File: src/design/cluster_chain_allocator_defines.svh
// ----------------------------------------------------------------------------
// Cluster chain allocator assertion macros
// Shared assertion forms for the cluster chain allocator design files.
// ----------------------------------------------------------------------------
`ifndef CLUSTER_CHAIN_ALLOCATOR_DEFINES_SVH
`define CLUSTER_CHAIN_ALLOCATOR_DEFINES_SVH

// The consequent must hold in the same cycle as the antecedent.
`define CCA_ASSERT_SAME(label, clk, rstn, ante, cons, msg) \
    label: assert property (@(posedge clk) disable iff (!(rstn)) (ante) |-> (cons)) \
        else $error(msg);

// The consequent must hold in the cycle after the antecedent.
`define CCA_ASSERT_NEXT(label, clk, rstn, ante, cons, msg) \
    label: assert property (@(posedge clk) disable iff (!(rstn)) (ante) |=> (cons)) \
        else $error(msg);

`endif

File: src/design/cca_ram.sv
// ----------------------------------------------------------------------------
// Cluster chain allocator RAM
// Simple dual-port memory with one write port and one registered read port.
// ----------------------------------------------------------------------------
module cca_ram #(
    parameter int DEPTH = 16,
    parameter int WIDTH = 32,
    parameter int AW    = 4
) (
    input  logic             aclk,
    input  logic             we,
    input  logic [AW-1:0]    waddr,
    input  logic [WIDTH-1:0] wdata,
    input  logic [AW-1:0]    raddr,
    output logic [WIDTH-1:0] rdata
);

    logic [WIDTH-1:0] mem_reg [DEPTH];
    logic [WIDTH-1:0] rdata_reg;

    always_ff @(posedge aclk) begin
        if (we) begin
            mem_reg[waddr] <= wdata;
        end
    end

    always_ff @(posedge aclk) begin
        rdata_reg <= mem_reg[raddr];
    end

    assign rdata = rdata_reg;

endmodule
File: config.mk
export PLATFORM = sky130hd
export DESIGN_NAME = cca_ram
export DESIGN_NICKNAME = d
export VERILOG_FILES = /design/src/design/cluster_chain_allocator_defines.svh /design/src/design/cca_ram.sv
export SDC_FILE = /design/constraint.sdc
export NUM_CORES = 1
export LEC_CHECK = 0
export BUFFER_PORTS_ARGS = -buffer_cell sky130_fd_sc_hd__clkbuf_2
export CAP_MARGIN = 15
export CORE_MARGIN = 2
export CORE_UTILIZATION = 61
export CTS_CLUSTER_DIAMETER = 50
export DETAILED_ROUTE_END_ITERATION = 16
export PLACE_DENSITY = 0.77
export SYNTH_ARGS = -nofsm -noshare
export SYNTH_HDL_FRONTEND = slang
export SYNTH_SLANG_ARGS = --single-unit
File: constraint.sdc
create_clock -name aclk -period 4.47 [get_ports aclk]
set_clock_uncertainty 0.15 [all_clocks]
set_input_delay 0.6705 -clock aclk [delete_from_list [all_inputs] [get_ports aclk]]
set_output_delay 0.6705 -clock aclk [all_outputs]
set_load 0.02 [all_outputs]
* Yosys cells after proc, flatten, opt, wreduce, memory -nomap -nowiden
Memories as Yosys holds them, arrays and structs flattened. A register that Yosys moved wholly into a read port is not among the register bits.
Index checks and enable logic that the tools add are counted.
** Word-level totals
- Flip-flop bits (word level) :: 0
- Bits in writable memories :: 512
- Input port bits :: 42
- Output and inout port bits :: 32
- Logic and storage cells :: 3
- Memories kept :: 1
** Cells by class
- Multiplexer cells :: 2
** Memory list
- mem_reg :: depth 16, width 32, read ports 1, clocked after Yosys merged registers in 1, write ports 1, RTL line cca_ram.sv:18 : logic [WIDTH-1:0] mem_reg [DEPTH];
** Operators by type and width (number)
- $mux 1 :: 2

* Depth between registers and ports, before layout
- Word-level depth :: 2
- Depth in mapped cells :: 5
- Depth with buffers taken out :: 3

* Worst setup path before layout
OpenSTA, ideal clock, no wires.
- Path type :: in2reg
- Start point :: in waddr[2]
- End point :: mem mem_reg[0][0] (enable)
- Library setup time :: 0.461 ns
- Arrival time :: 3.389 ns
- Required time :: 3.859 ns
- Path slack :: 0.470 ns
- Stages on the path :: 2
- Path buffers :: 0
- Cell sequence :: or3b_2 > nor3_1
** RTL lines
- start: declaration :: RTL line cca_ram.sv:12 : input logic [AW-1:0] waddr,
- end: declaration :: RTL line cca_ram.sv:18
Straight into the memory's write port.

* Worst setup path after layout
- Start point :: in waddr[0]
- End point :: mem mem_reg[10][11] (enable)
Straight into the memory's write port.

==> qor.yml <==
floorplan:
  die_w_um: 184
  die-area_um2: 34000
  die_h_um: 184
  io_pins: 74
  core_um2: 32300
  rows: 66
  start_util: 0.615
cts:
  post_cts_buffers: 0
  cts_hold_buf: 0
  cts_resized: 0
  clockBufferDepth: 3
  root_buffer: "clkbuf_16"
  clock-sinks: 544
  insertion_delay_ns: 0.56
  cts_made_buffers: 52
  cts_tree: "built"
  cts.clk_slew.worst_paths_ns: 0.06
  cts_max_level: 2
detailed_routing:
  ant_nets: 0
  drc: 0
  drtIter0Drc: 933
  first_pass_iters: 5
  drt-total-wl_um: 41000
  viasPerCell: 6.35
  wl_per_cell_um: 28.8
  via_count: 9052
power:
  power.leakage_uw: 0.00728
  irDropWorstVdd_mv: 0.295
  finalPower_uw: 10500
  power_density_nw_per_um2: 465
grt:
  grt_first_pass_wirelength_um: 60700
  overflow: 0
  grt_usage: 0.251
  grt_pass1_vias: 9596
  grt_max_degree: 59
  antenna_found_initial: 1
yosys:
  ys_seq_elements: 544
  synthArstFlopShare: 0
  ys_types: 18
  synth-edff-count: 512
  seq_area_frac_synth: 0.807
  synth_ff_type: "edfxtp_1"
  synth_nets: 880
  synth_cells: 838
  netlist_area_um2: 19900
  syn_avg_cell_area_um2: 23.7
  yosys_warnings: 0
timing:
  drv_slew: 0
  fmax_mhz: 417
  fin_crit_sh: 0.537
  finalHoldViolations: 0
  max_slew_margin: 0.208
  period_minus_slack_ns: 2.40
  setup_ws_ns: 2.07
  finalSetupViolCount: 0
  rsz0062_at_grt: "false"
  worst_slew_pin_slew_ns: 1.18
  fin_setup_tns_ns: 0
status:
  status: "complete, no violations"
layout:
  final_layout_size_suffix_gt1_frac: 0.318
  final_common_cell: "edfxtp_1"
  final_nets: 985
  largest_reg_flops: 512
  area_delta_synth_final_pct: 13.8
  final_cell_mix: "edfxtp_1, mux4_2, clkbuf_2"
  n_antenna_cell: 0
  fillers: 1856
setup_path:
  critPathArrivalTime_ns: 2.49
  cp-start-kind: "input pin"
  cp_data_required_time_ns: 4.56
  end_kind: "flop"
  critPathKind: "input pin to flop"
  worstPathMaxFanout: 23
placed_design:
  pre_cts_ws_ns: 1.47
  io_buffer_count: 73
  place_congestion: 0.720
  hpwl_um: 20800
worst_hold_path:
  hold_class: "input pin to flop"
run:
  max_cap_viol_count: 0
-- worst paths after layout --
| check | cells after the start | slack (ns) | to | start |
|---|---|---|---|---|
| setup / recovery | 4 | 2.07 | mem_reg[10][11] | waddr[0] |
| hold / removal | 1 | 0.37 | mem_reg[5][27] | wdata[27] |
| setup reg to reg | 3 | 2.85 | rdata[12] | mem_reg[2][12] |
| hold reg to reg | 3 | 0.51 | rdata[5] | mem_reg[14][5] |
-- where the power goes --
part           leakage (µW)  switching (µW)  internal [µW]  total (µW)
logic               0.00158             326            206         532
registers           0.00489            39.4           5700        5740
clock network      0.000800            1780           2460        4240
total               0.00728            2140           8370       10500
-- worst max-delay path: stages --
cell,delay (ns)
clkbuf_2,0.16
nand2b_1,0.35
nor2_4,0.91
buf_4,0.39
-- kinds of logic after synthesis --
kind of cell           synth area share
AOI/OAI and AO/OA                0.0242
buffers and inverters            0.0112
DFF                               0.807
muxes                             0.145
and+or+nand+nor                  0.0127
-- per-stage QoR --
stage               hold slack [ns]  utilization  cells  cell area, µm²
floorplan                     0.485            -    838           19900
global placement              0.497        0.647   1328           20900
detailed placement            0.503        0.647   1329           20900
CTS                           0.346        0.698   1424           22500
global route                  0.375        0.700   1426           22600
finish                        0.366        0.700   1426           22600
-- per-layer routing --
metal,vias to the layer above,share of wire,wire [µm],GRT usage
li1,3784,-,-,-
met1,4806,0.38,15800,0.332
met2,374,0.51,21100,0.424
met3,88,0.069,2840,0.0482
met4,0,0.032,1300,0.0902
met5,-,0,0,0
-- cell type report --
class | instances | area, µm² | share of cell area
timing repair buffer | 94 | 637 | 0.0282
clock buffer | 70 | 1430 | 0.0633
tap | 442 | 553 | 0.0245
clock inverter | 25 | 215 | 0.00952
multi-input combinational | 251 | 3750 | 0.166
sequential | 544 | 16000 | 0.709
-- synthesized netlist by cell type (2+ instances only) --
cell / count / area share
nand3b_1: 2 / 0.00076
nor2_1: 13 / 0.0025
nand2b_1: 2 / 0.00063
buf_2: 4 / 0.0010
mux4_2: 128 / 0.15
buf_6: 2 / 0.0011
nor3_1: 4 / 0.0010
edfxtp_1: 512 / 0.77
dfxtp_1: 32 / 0.032
clkbuf_1: 17 / 0.0032
buf_1: 9 / 0.0017
a22oi_1: 64 / 0.024
nor2b_1: 2 / 0.00063
buf_4: 11 / 0.0042
nand2_1: 33 / 0.0062
(Power assumes the default switching activity.)
